## src/hw/rtl/perceptual_hash_blocklist_match_assert.svh

```systemverilog
// Assertion macros shared by the blocklist matcher RTL.
`ifndef PERCEPTUAL_HASH_BLOCKLIST_MATCH_ASSERT_SVH
`define PERCEPTUAL_HASH_BLOCKLIST_MATCH_ASSERT_SVH

// Same-cycle implication.
`define PHBM_ASSERT_IMPL(label, clk, rst, ante, cons, msg) \
   label: assert property (@(posedge clk) disable iff (rst) (ante) |-> (cons)) \
      else $error(msg);

// Next-cycle implication.
`define PHBM_ASSERT_NEXT(label, clk, rst, ante, cons, msg) \
   label: assert property (@(posedge clk) disable iff (rst) (ante) |=> (cons)) \
      else $error(msg);

`endif

```

## src/hw/rtl/phbm_pkg.sv

```systemverilog
`timescale 1ns / 1ps
`default_nettype none

package phbm_pkg;

   localparam int TABLE_DEPTH_DEF = 64;

   localparam int HASH_W   = 64;
   localparam int THR_W    = 9;
   localparam int TIME_W   = 32;
   localparam int DIST_W   = 8;
   localparam int MIDX_W   = 6;
   localparam int MODE_W   = 2;
   localparam int BYTE_W   = 8;
   localparam int NUM_BYTES = (2 * HASH_W) / BYTE_W;

   typedef enum logic [MODE_W-1:0] {
      MODE_CLEAR  = 2'd0,
      MODE_APPEND = 2'd1,
      MODE_QUERY  = 2'd2
   } mode_type;

   // request fields, lowest bit first: row, col, threshold, exempt, time
   typedef struct packed {
      logic [TIME_W-1:0] time_now;
      logic              exempt;
      logic [THR_W-1:0]  threshold;
      logic [HASH_W-1:0] col_dh;
      logic [HASH_W-1:0] row_dh;
   } req_fields_type;

   localparam int REQ_FIELDS_W = $bits(req_fields_type);
   localparam int REQ_TDATA_W  = ((REQ_FIELDS_W + 7) / 8) * 8;
   localparam int REQ_TUSER_W  = MODE_W;

   // one table entry as stored in RAM
   typedef struct packed {
      logic [TIME_W-1:0] last_hit;
      logic [THR_W-1:0]  limit;
      logic [HASH_W-1:0] col_dh;
      logic [HASH_W-1:0] row_dh;
   } entry_type;

   localparam int ENTRY_W = $bits(entry_type);

   // result word, lowest bit first: status, matched, match_index, hash_distance
   typedef struct packed {
      logic [DIST_W-1:0] hash_distance;
      logic [MIDX_W-1:0] match_index;
      logic              matched;
      logic              status;
   } rsp_fields_type;

   localparam int RSP_TDATA_W = $bits(rsp_fields_type);

   typedef enum logic [2:0] {
      ST_IDLE,
      ST_DISPATCH,
      ST_WALK,
      ST_WB_RD,
      ST_WB_WR,
      ST_RESP
   } state_type;

   typedef struct packed {
      logic capture;
      logic cnt_clr;
      logic append_wr;
      logic res_clr;
      logic res_full;
      logic walk_start;
      logic walk_issue;
      logic res_hit;
      logic flush;
      logic wb_rd;
      logic wb_wr;
      logic out_load;
   } cmd_type;

   typedef struct packed {
      mode_type req_mode;
      logic     req_exempt;
      logic     cnt_full;
      logic     cnt_zero;
      logic     issue_done;
      logic     s2_hit;
      logic     s2_miss_last;
      logic     out_free;
   } sts_type;

endpackage

`default_nettype wire

```

## src/hw/rtl/phbm_ctrl.sv

```systemverilog
`timescale 1ns / 1ps
`default_nettype none
`include "perceptual_hash_blocklist_match_assert.svh"

module phbm_ctrl (
   input  wire logic              clock,
   input  wire logic              reset,
   input  wire logic              req_tvalid,
   output logic                   req_tready,
   input  wire phbm_pkg::sts_type sts,
   output phbm_pkg::cmd_type      cmd
);

   phbm_pkg::state_type state_ff, state_in;

   always_ff @(posedge clock) begin
      if (reset) begin
         state_ff <= phbm_pkg::ST_IDLE;
      end else begin
         state_ff <= state_in;
      end
   end

   always_comb begin
      state_in   = state_ff;
      cmd        = '0;
      req_tready = 1'b0;
      unique case (state_ff)
         phbm_pkg::ST_IDLE: begin
            req_tready = 1'b1;
            if (req_tvalid) begin
               cmd.capture = 1'b1;
               state_in    = phbm_pkg::ST_DISPATCH;
            end
         end
         phbm_pkg::ST_DISPATCH: begin
            cmd.res_clr = 1'b1;
            state_in    = phbm_pkg::ST_RESP;
            unique case (sts.req_mode)
               phbm_pkg::MODE_CLEAR: begin
                  cmd.cnt_clr = 1'b1;
               end
               phbm_pkg::MODE_APPEND: begin
                  if (sts.cnt_full) begin
                     cmd.res_full = 1'b1;
                  end else begin
                     cmd.append_wr = 1'b1;
                  end
               end
               phbm_pkg::MODE_QUERY: begin
                  if (!sts.req_exempt && !sts.cnt_zero) begin
                     cmd.walk_start = 1'b1;
                     cmd.flush      = 1'b1;
                     state_in       = phbm_pkg::ST_WALK;
                  end
               end
               default: begin
                  // unused mode: empty result
               end
            endcase
         end
         phbm_pkg::ST_WALK: begin
            if (sts.s2_hit) begin
               cmd.res_hit = 1'b1;
               cmd.flush   = 1'b1;
               state_in    = phbm_pkg::ST_WB_RD;
            end else begin
               cmd.walk_issue = ~sts.issue_done;
               if (sts.s2_miss_last) begin
                  state_in = phbm_pkg::ST_RESP;
               end
            end
         end
         phbm_pkg::ST_WB_RD: begin
            cmd.wb_rd = 1'b1;
            state_in  = phbm_pkg::ST_WB_WR;
         end
         phbm_pkg::ST_WB_WR: begin
            cmd.wb_wr = 1'b1;
            state_in  = phbm_pkg::ST_RESP;
         end
         phbm_pkg::ST_RESP: begin
            if (sts.out_free) begin
               cmd.out_load = 1'b1;
               state_in     = phbm_pkg::ST_IDLE;
            end
         end
         default: begin
            state_in = phbm_pkg::ST_IDLE;
         end
      endcase
   end

   `PHBM_ASSERT_IMPL(a_load_when_free, clock, reset, cmd.out_load, sts.out_free, "result overwrites held word")
   `PHBM_ASSERT_IMPL(a_walk_nonempty, clock, reset, state_ff == phbm_pkg::ST_WALK, !sts.cnt_zero, "walk over empty table")
   `PHBM_ASSERT_NEXT(a_capture_dispatch, clock, reset, cmd.capture, state_ff == phbm_pkg::ST_DISPATCH, "accepted word not decoded")

endmodule

`default_nettype wire

```

## config.mk

```make
export PLATFORM = sky130hd
export DESIGN_NAME = phbm_ctrl
export DESIGN_NICKNAME = d
export VERILOG_FILES = /design/src/hw/rtl/phbm_pkg.sv /design/src/hw/rtl/phbm_ctrl.sv
export VERILOG_INCLUDE_DIRS = /design/src /design/src/hw/rtl
export SDC_FILE = /design/constraint.sdc
export NUM_CORES = 1
export LEC_CHECK = 0
export ABC_AREA = 1
export ABC_CLOCK_PERIOD_IN_PS = 1200
export BUFFER_PORTS_ARGS = -buffer_cell sky130_fd_sc_hd__buf_4
export CAP_MARGIN = 20
export CORE_AREA = 2 2 39 41
export DETAILED_ROUTE_END_ITERATION = 8
export DIE_AREA = 0 0 41 43
export PLACE_DENSITY = 0.6
export SLEW_MARGIN = 20
export SYNTH_ARGS = -nofsm -noshare
export SYNTH_HDL_FRONTEND = slang
export SYNTH_SLANG_ARGS = --single-unit
```

## constraint.sdc

```tcl
create_clock -name clock -period 1.2 [get_ports clock]
set_clock_uncertainty 0.15 [all_clocks]
set_input_delay 0 -clock clock [delete_from_list [all_inputs] [get_ports clock]]
set_output_delay 0 -clock clock [all_outputs]
set_load 0.01 [all_outputs]
```

=== Word level (Yosys, flattened, before mapping) ===
Index checks and enable logic that the tools add are counted.
W data, S select, Z words.

* Reduce and logical (&&, ||, !) cells: 6
* Multiplexer cells: 26
* Bitwise logic cells: 1
* Equal/unequal tests: 10

{| class="wikitable"
|+ Operators by type and width
! cell !! count
|-
| $mux W3 || 6
|-
| $pmux W3 S6 || 1
|-
| $mux W1 || 15
|-
| $eq A3 B2 Y1 const B || 2
|-
| $eq A3 B3 Y1 const B || 2
|-
| $mux W5 || 1
|-
| $mux W2 || 2
|-
| $ne A2 B2 Y1 const B || 2
|-
| $eq A3 B1 Y1 const B || 1
|-
| $logic_not A3 Y1 || 1
|-
| $ne A3 B3 Y1 const B || 1
|-
| $reduce_and A3 Y1 || 1
|-
| $eq A2 B1 Y1 const B || 1
|-
| $eq A2 B2 Y1 const B || 1
|-
| $logic_not A1 Y1 || 2
|-
| $logic_not A2 Y1 || 1
|-
| $pmux W1 S2 || 1
|-
| $logic_and A1 B1 Y1 || 1
|-
| $not A1 Y1 || 1
|}

* Output and inout bits: 13
* Input bits: 12
* Logic and storage cells: 44
* Flip-flop bits (word level): 3

=== Logic depth before layout (Yosys ltp) ===
Gate-level depths: netlist (run 1).

* Depth after elaboration: 5
* Mapped depth: 7
* Mapped depth without buffers: 7

=== Worst setup path before layout (run 1) ===
OpenSTA, ideal clock, no wires.

* Path type: register to register
* Start: reg state_ff[2]
* End: reg state_ff[1]
* Arrival: 0.986 ns
* Stages on the path, launching flop included: 6
* Buffers on the path: 0
* Setup time: 0.057 ns
* Required time: 0.993 ns
* Path slack: 0.007 ns
* Cells stage by stage: dfxtp_1 -> nor2_1 -> nand2_1 -> o22ai_1 -> o21bai_1 -> inv_1

* Longest elaborated chain between the ends: 3

{| class="wikitable"
|+ Ends and longest elaborated chain
! item !! RTL line !! RTL
|-
| start: declaration || phbm_ctrl.sv:14 || <nowiki>phbm_pkg::state_type state_ff, state_in;</nowiki>
|-
| start signal: assignment || phbm_ctrl.sv:18 || <nowiki>state_ff <= phbm_pkg::ST_IDLE;</nowiki>
|-
| start signal: assignment || phbm_ctrl.sv:20 || <nowiki>state_ff <= state_in;</nowiki>
|-
| $eq A3 B2 Y1 (tied with other cells) || phbm_ctrl.sv:28 || <nowiki>unique case (state_ff)</nowiki>
|-
| $ne A3 B3 Y1 (no source line) / $ne A2 B2 Y1 (equally long branches) || - ||
|-
| $reduce_and A3 Y1 (no source line) || - ||
|}

Parallel ways exist; a longest one is shown, timed or not.
A chain may end at the register's enable or synchronous reset.

==> flow_summary.ini, run 1 <==
[detailed_routing]
drt_iter0_markers = 4
vias = 446
vias_per_cell = 4.37
post_drt_wl_per_cell_um = 9.52
drtAntennaViolNets = 0
wirelength_um = 971
route.detailed.drc = 0
firstDrtPassIters = 4

[floorplan]
die_h_um = 43
rows = 14
initial_core_util_pct = 19.8
die_x_um = 41
core_area_um2 = 1380
die_area_um2 = 1760
ios = 25

[place]
dpl_cell_area_um2 = 489
place_congestion = 0.719
pre_cts_ws_ps = -9.81
dp_hpwl_um = 719
portBuffers = 24

[timing]
rsz0062_at_grt = yes
hold_ws_ps = 64.8
setup-violations-final = 14
fin_ws_ps = -65.2
max_freq_mhz = 790
slew_headroom_pct = 87.8
period_share_pct = 105
worst_slew_pin_slew_ps = 183
final_max_slew_viol_count = 0
timing.final.crit_period_ps = 1270
finalHoldViolCount = 0

[synthesis]
synth_largest_area_cell = dfxtp_1
syn_area_per_cell_um2 = 5.48
ys_ff_latch = 3
seq_area_frac_synth_pct = 21.9
syn_area_um2 = 274
yosys_warnings = 0
syn-instance-count = 50
yosys-top-cells-area = dfxtp_1, nor2_1, inv_1, nand2_1, nand4_1
netlist.area_leader.share_pct = 21.9
syn-num-nets = 62
synth_cell_types = 14

[cells_and_area]
fin_area_um2 = 659
nets = 99
fill_cells = 151
drive_gt1_share_pct = 62.8
largest_reg_flops = 3
final-seq-area_um2 = 71.3
antenna_cells = 0
regMostFlops = state_ff
reg_top3 = state_ff: 3 flops
final_cell_mix = buf_4, inv_1, nand2_1
multi_input_area_um2 = 253
fin_util_pct = 47.6
layout_commonest_cell = buf_4
areaGrowthSynthToFinish_pct = 141

[clocking]
clkSinkCount = 3
cts_tree = yes
h-tree-depth = 1
clkLatencyLatePin_ps = 230
ctsRootBufferMaster = clkbuf_4
clock_path_buffers = 2
cts_buffers = 3
cts.reportedPaths.clkPinSlew_ps = 40

[power]
p_total_mw = 0.743
vdd_drop_max_v = 0.000593
pwr_density_cell_nw_per_um2 = 1130
p_leak_nw = 0.350

[worst_setup_path]
required_ps = 1050
crit_arrival_ps = 1120
critical_path_class = reg2out
start_kind = flip-flop
cp_max_fo = 4
r2r_cells = 7
end_kind = primary output

[global_routing]
grt_antenna_before_repair = 0
grt_pass1_wl_um = 1420
grt_max_degree = 7
grt_util_all_layers_pct = 11.4
gr-total-overflow = 0
grt_pass1_vias = 400

[outcome]
status = finished with violations
violations = setup timing

[min_path]
hp-class = in2reg
hold_depth = 5

[flow_run]
max-cap-violations = 0
==> worst paths after layout <==
kind,from,endpoint,slack [ps]
setup reg to reg,state_ff[2]$_SDFFE_PP0P_,state_ff[0]$_SDFFE_PP0P_,-50
hold reg to reg,state_ff[2]$_SDFFE_PP0P_,state_ff[2]$_SDFFE_PP0P_,550
hold / removal,sts[0],state_ff[2]$_SDFFE_PP0P_,60
setup / recovery,state_ff[1]$_SDFFE_PP0P_,cmd[7],-70
==> critical path: stages (launching register included) <==
cell and delay, ps:
dfxtp_4 350, inv_4 80, nand2_4 60, nor2_4 120
nand2_1 60, nor2_1 100, buf_4 120
==> layout make-up <==
type	count	share of cell area (%)
timing repair buffer	32	37.8
inverter	10	6.07
tap	16	3.04
clock buffer	4	3.98
sequential	3	10.8
multi-input combinational	37	38.3
==> logic make-up after synthesis <==
logic type	after synthesis	share of synthesized area, %
and+or+nand+nor	33	55.7
DFF	3	21.9
AOI/OAI and AO/OA	4	8.68
buffers and inverters	10	13.7
==> synthesized netlist by cell type <==
cell and number:
nand3_1 3, nand2_1 9, nor3_1 3, nand2_2 2, a21oi_1 2, o21bai_1 1, inv_1 9, o22ai_1 1
nand3_2 1, nor2_2 1, dfxtp_1 3, nor2_1 11, nand4_1 3, inv_2 1
==> what timing repair did <==
action / 4_1_cts / 5_1_grt
hold endpoints to repair: 3 / 0
pin swaps: 4 / 3
hold buffers: 2 / 0
setup endpoints to repair: 14 / 15
setup buffers: 2 / 2
resized for setup: 19 / 8
==> report_power, final <==
part / leakage, nW / total, mW / switching (mW) / internal (mW)
clock network: 0.0150 / 0.174 / 0.0495 / 0.124
logic: 0.308 / 0.404 / 0.194 / 0.210
registers: 0.0267 / 0.165 / 0.0435 / 0.121
==> layer usage <==
layer  global-route usage (%)  wire length, µm
met2                     20.3              525
met1                     11.5              345
met5                        0                0
met3                     2.09              101
met4                     6.00                0
==> through the flow <==
stage	std cells	setup TNS (ps)
floorplan	50	0
global placement	92	0
detailed placement	92	-26.9
CTS	100	-646
global route	102	-1610
finish	102	-609
Power figures use the tool's default switching activity.
==> inputs of run 2 (changes only) <==
- SETUP_SLACK_MARGIN: not set -> 0.05
==> run 2 against run 1 <==
Effect of this change: clock power about the same; via count up 3.1%; largest power group unchanged; critical path depth unchanged; design area up 4.6%; wire length down 2.4%; the run still ends with setup timing left; sequential power down 4%; global-route usage down 0.70 points; cell count up 3.9%.
==> flow_summary.ini, run 2 (synthesis results as in run 1) <==
[worst_setup_path]
end_kind = primary output
r2r-end = state_ff[0]$_SDFFE_PP0P_
rrSetupSlack_ps = -30
crit-reg2reg-launch = state_ff[2]$_SDFFE_PP0P_
required_ps = 1050
crit_arrival_ps = 1150
r2r_cells = 7
cp_max_fo = 4
start_kind = flip-flop
critical_path_class = reg2out

[timing]
setup-violations-final = 11
worst_slew_pin_slew_ps = 207
final_max_slew_viol_count = 0
tns_ps = -544
period_share_pct = 108
timing.final.crit_period_ps = 1300
fin_ws_ps = -101
finalHoldViolCount = 0
slew_headroom_pct = 86.2
rsz0062_at_grt = yes
max_freq_mhz = 769

[floorplan]
die_h_um = 43
initial_core_util_pct = 19.8
core_area_um2 = 1380
die_x_um = 41
ios = 25
die_area_um2 = 1760
rows = 14

[global_routing]
grt_pass1_vias = 358
gr-total-overflow = 0
grt_pass1_wl_um = 1260
use_met1_pct = 9.62
use_met3_pct = 3.66
busiest_layer = met2
grt_max_degree = 7
grt_util_met2_pct = 17.2
grt_util_all_layers_pct = 10.7
grt_antenna_before_repair = 0

[detailed_routing]
drtAntennaViolNets = 0
drt_iter0_markers = 6
route.detailed.drc = 0
vias = 460
vias_per_cell = 4.34
post_drt_wl_per_cell_um = 8.94
firstDrtPassIters = 2
wirelength_um = 948

[clocking]
clkSinkCount = 3
clock_path_buffers = 2
cts_buffers = 3
ctsRootBufferMaster = clkbuf_4
cts.reportedPaths.clkPinSlew_ps = 40
h-tree-depth = 1
clkLatencyLatePin_ps = 230
cts_tree = yes

[place]
portBuffers = 24
dpl_cell_area_um2 = 508
dp_hpwl_um = 732
place_congestion = 0.755
dp_cells = 93

[power]
p_leak_nw = 0.369
switching_share_pct = 37.0
vdd_drop_max_v = 0.000704
power_frac_seq_pct = 19.8
power_frac_comb_pct = 58.6
p_sw_mw = 0.296
p_int_mw = 0.503
pwr_density_cell_nw_per_um2 = 1160
pwr-share-clk_pct = 21.7

[cells_and_area]
areaGrowthSynthToFinish_pct = 152
antenna_cells = 0
regMostFlops = state_ff
nets = 103
final_cell_mix = buf_4, inv_1, nor2_1
drive_gt1_share_pct = 63.3
layout_commonest_cell = buf_4
largest_reg_flops = 3
fin_util_pct = 49.8
fill_cells = 145
reg_top3 = state_ff: 3 flops
fin_area_um2 = 689
fin_cells = 106

[min_path]
hold_depth = 5
worstHoldStart = sts[0]
min_to = state_ff[2]$_SDFFE_PP0P_
hp-class = in2reg

[flow_run]
max-cap-violations = 0

[outcome]
violations = setup timing
status = finished with violations
==> run 2: cell count changes in the layout (fill, tap and decap cells not counted), sizes merged <==
cell  previous run  this run
buf             30        34
==> run 2: per-layer routing <==
layer	vias up	part of all wire [%]
met5	-	0
met4	0	2.0
met3	4	10
met2	19	51
met1	196	36
li1	241	-
==> run 2: timing repair <==
item / in CTS / in global routing
resized for setup: 15 / 11
pin swaps: 2 / 4
setup buffers: 4 / 3
hold buffers: 2 / 0
setup endpoints to repair: 16 / 16
cloned: 0 / 0
hold endpoints to repair: 3 / 0
==> run 2: area by class of cell <==
class	count	area [µm²]	share of cell area (%)
Tap cell	16	20.0	2.90
Sequential cell	3	71.3	10.3
Inverter	10	40.0	5.81
Clock buffer	4	26.3	3.81
Timing Repair Buffer	36	290	42.1
Multi-Input combinational cell	37	241	35.0
==> run 2: worst max path at each step <==
stage                                   startpoint                        to  slack (ps)
after global routing      state_ff[2]$_SDFFE_PP0P_                    cmd[7]        -190
after CTS                 state_ff[1]$_SDFFE_PP0P_                    cmd[7]        -110
after floorplan           state_ff[0]$_SDFFE_PP0P_  state_ff[2]$_SDFFE_PP0P_          50
final                     state_ff[2]$_SDFFE_PP0P_                    cmd[7]        -100
after global placement    state_ff[0]$_SDFFE_PP0P_  state_ff[2]$_SDFFE_PP0P_          10
after detailed placement  state_ff[0]$_SDFFE_PP0P_  state_ff[0]$_SDFFE_PP0P_         -40
==> run 2: power by group through the flow <==
stage | combinational, mW | sequential (mW) | clock [mW]
6_report | 0.468 | 0.158 | 0.173
5_1_grt | 0.509 | 0.161 | 0.195
4_1_cts | 0.414 | 0.148 | 0.185
3_5_place_dp | 0.315 | 0.139 | 0
3_3_place_gp | 0.311 | 0.139 | 0
2_1_floorplan | 0.168 | 0.137 | 0
==> run 2: worst max-delay path, stage by stage (launching register included) <==
cell and delay [ps]:
dfxtp_4 360, buf_6 120, nor2_4 100, buf_6 100, nand2_2 30, nor2_1 90
buf_4 120
==> run 2: per-stage QoR <==
| stage | power [mW] | hold WS, ps | worst slack, ps |
|---|---|---|---|
| floorplan | 0.305 | -102 | 49.1 |
| global placement | 0.451 | 25.1 | 13.6 |
| detailed placement | 0.454 | 30.7 | -42.4 |
| CTS | 0.746 | 53.8 | -106 |
| global route | 0.865 | 91.2 | -191 |
| finish | 0.798 | 63.0 | -101 |
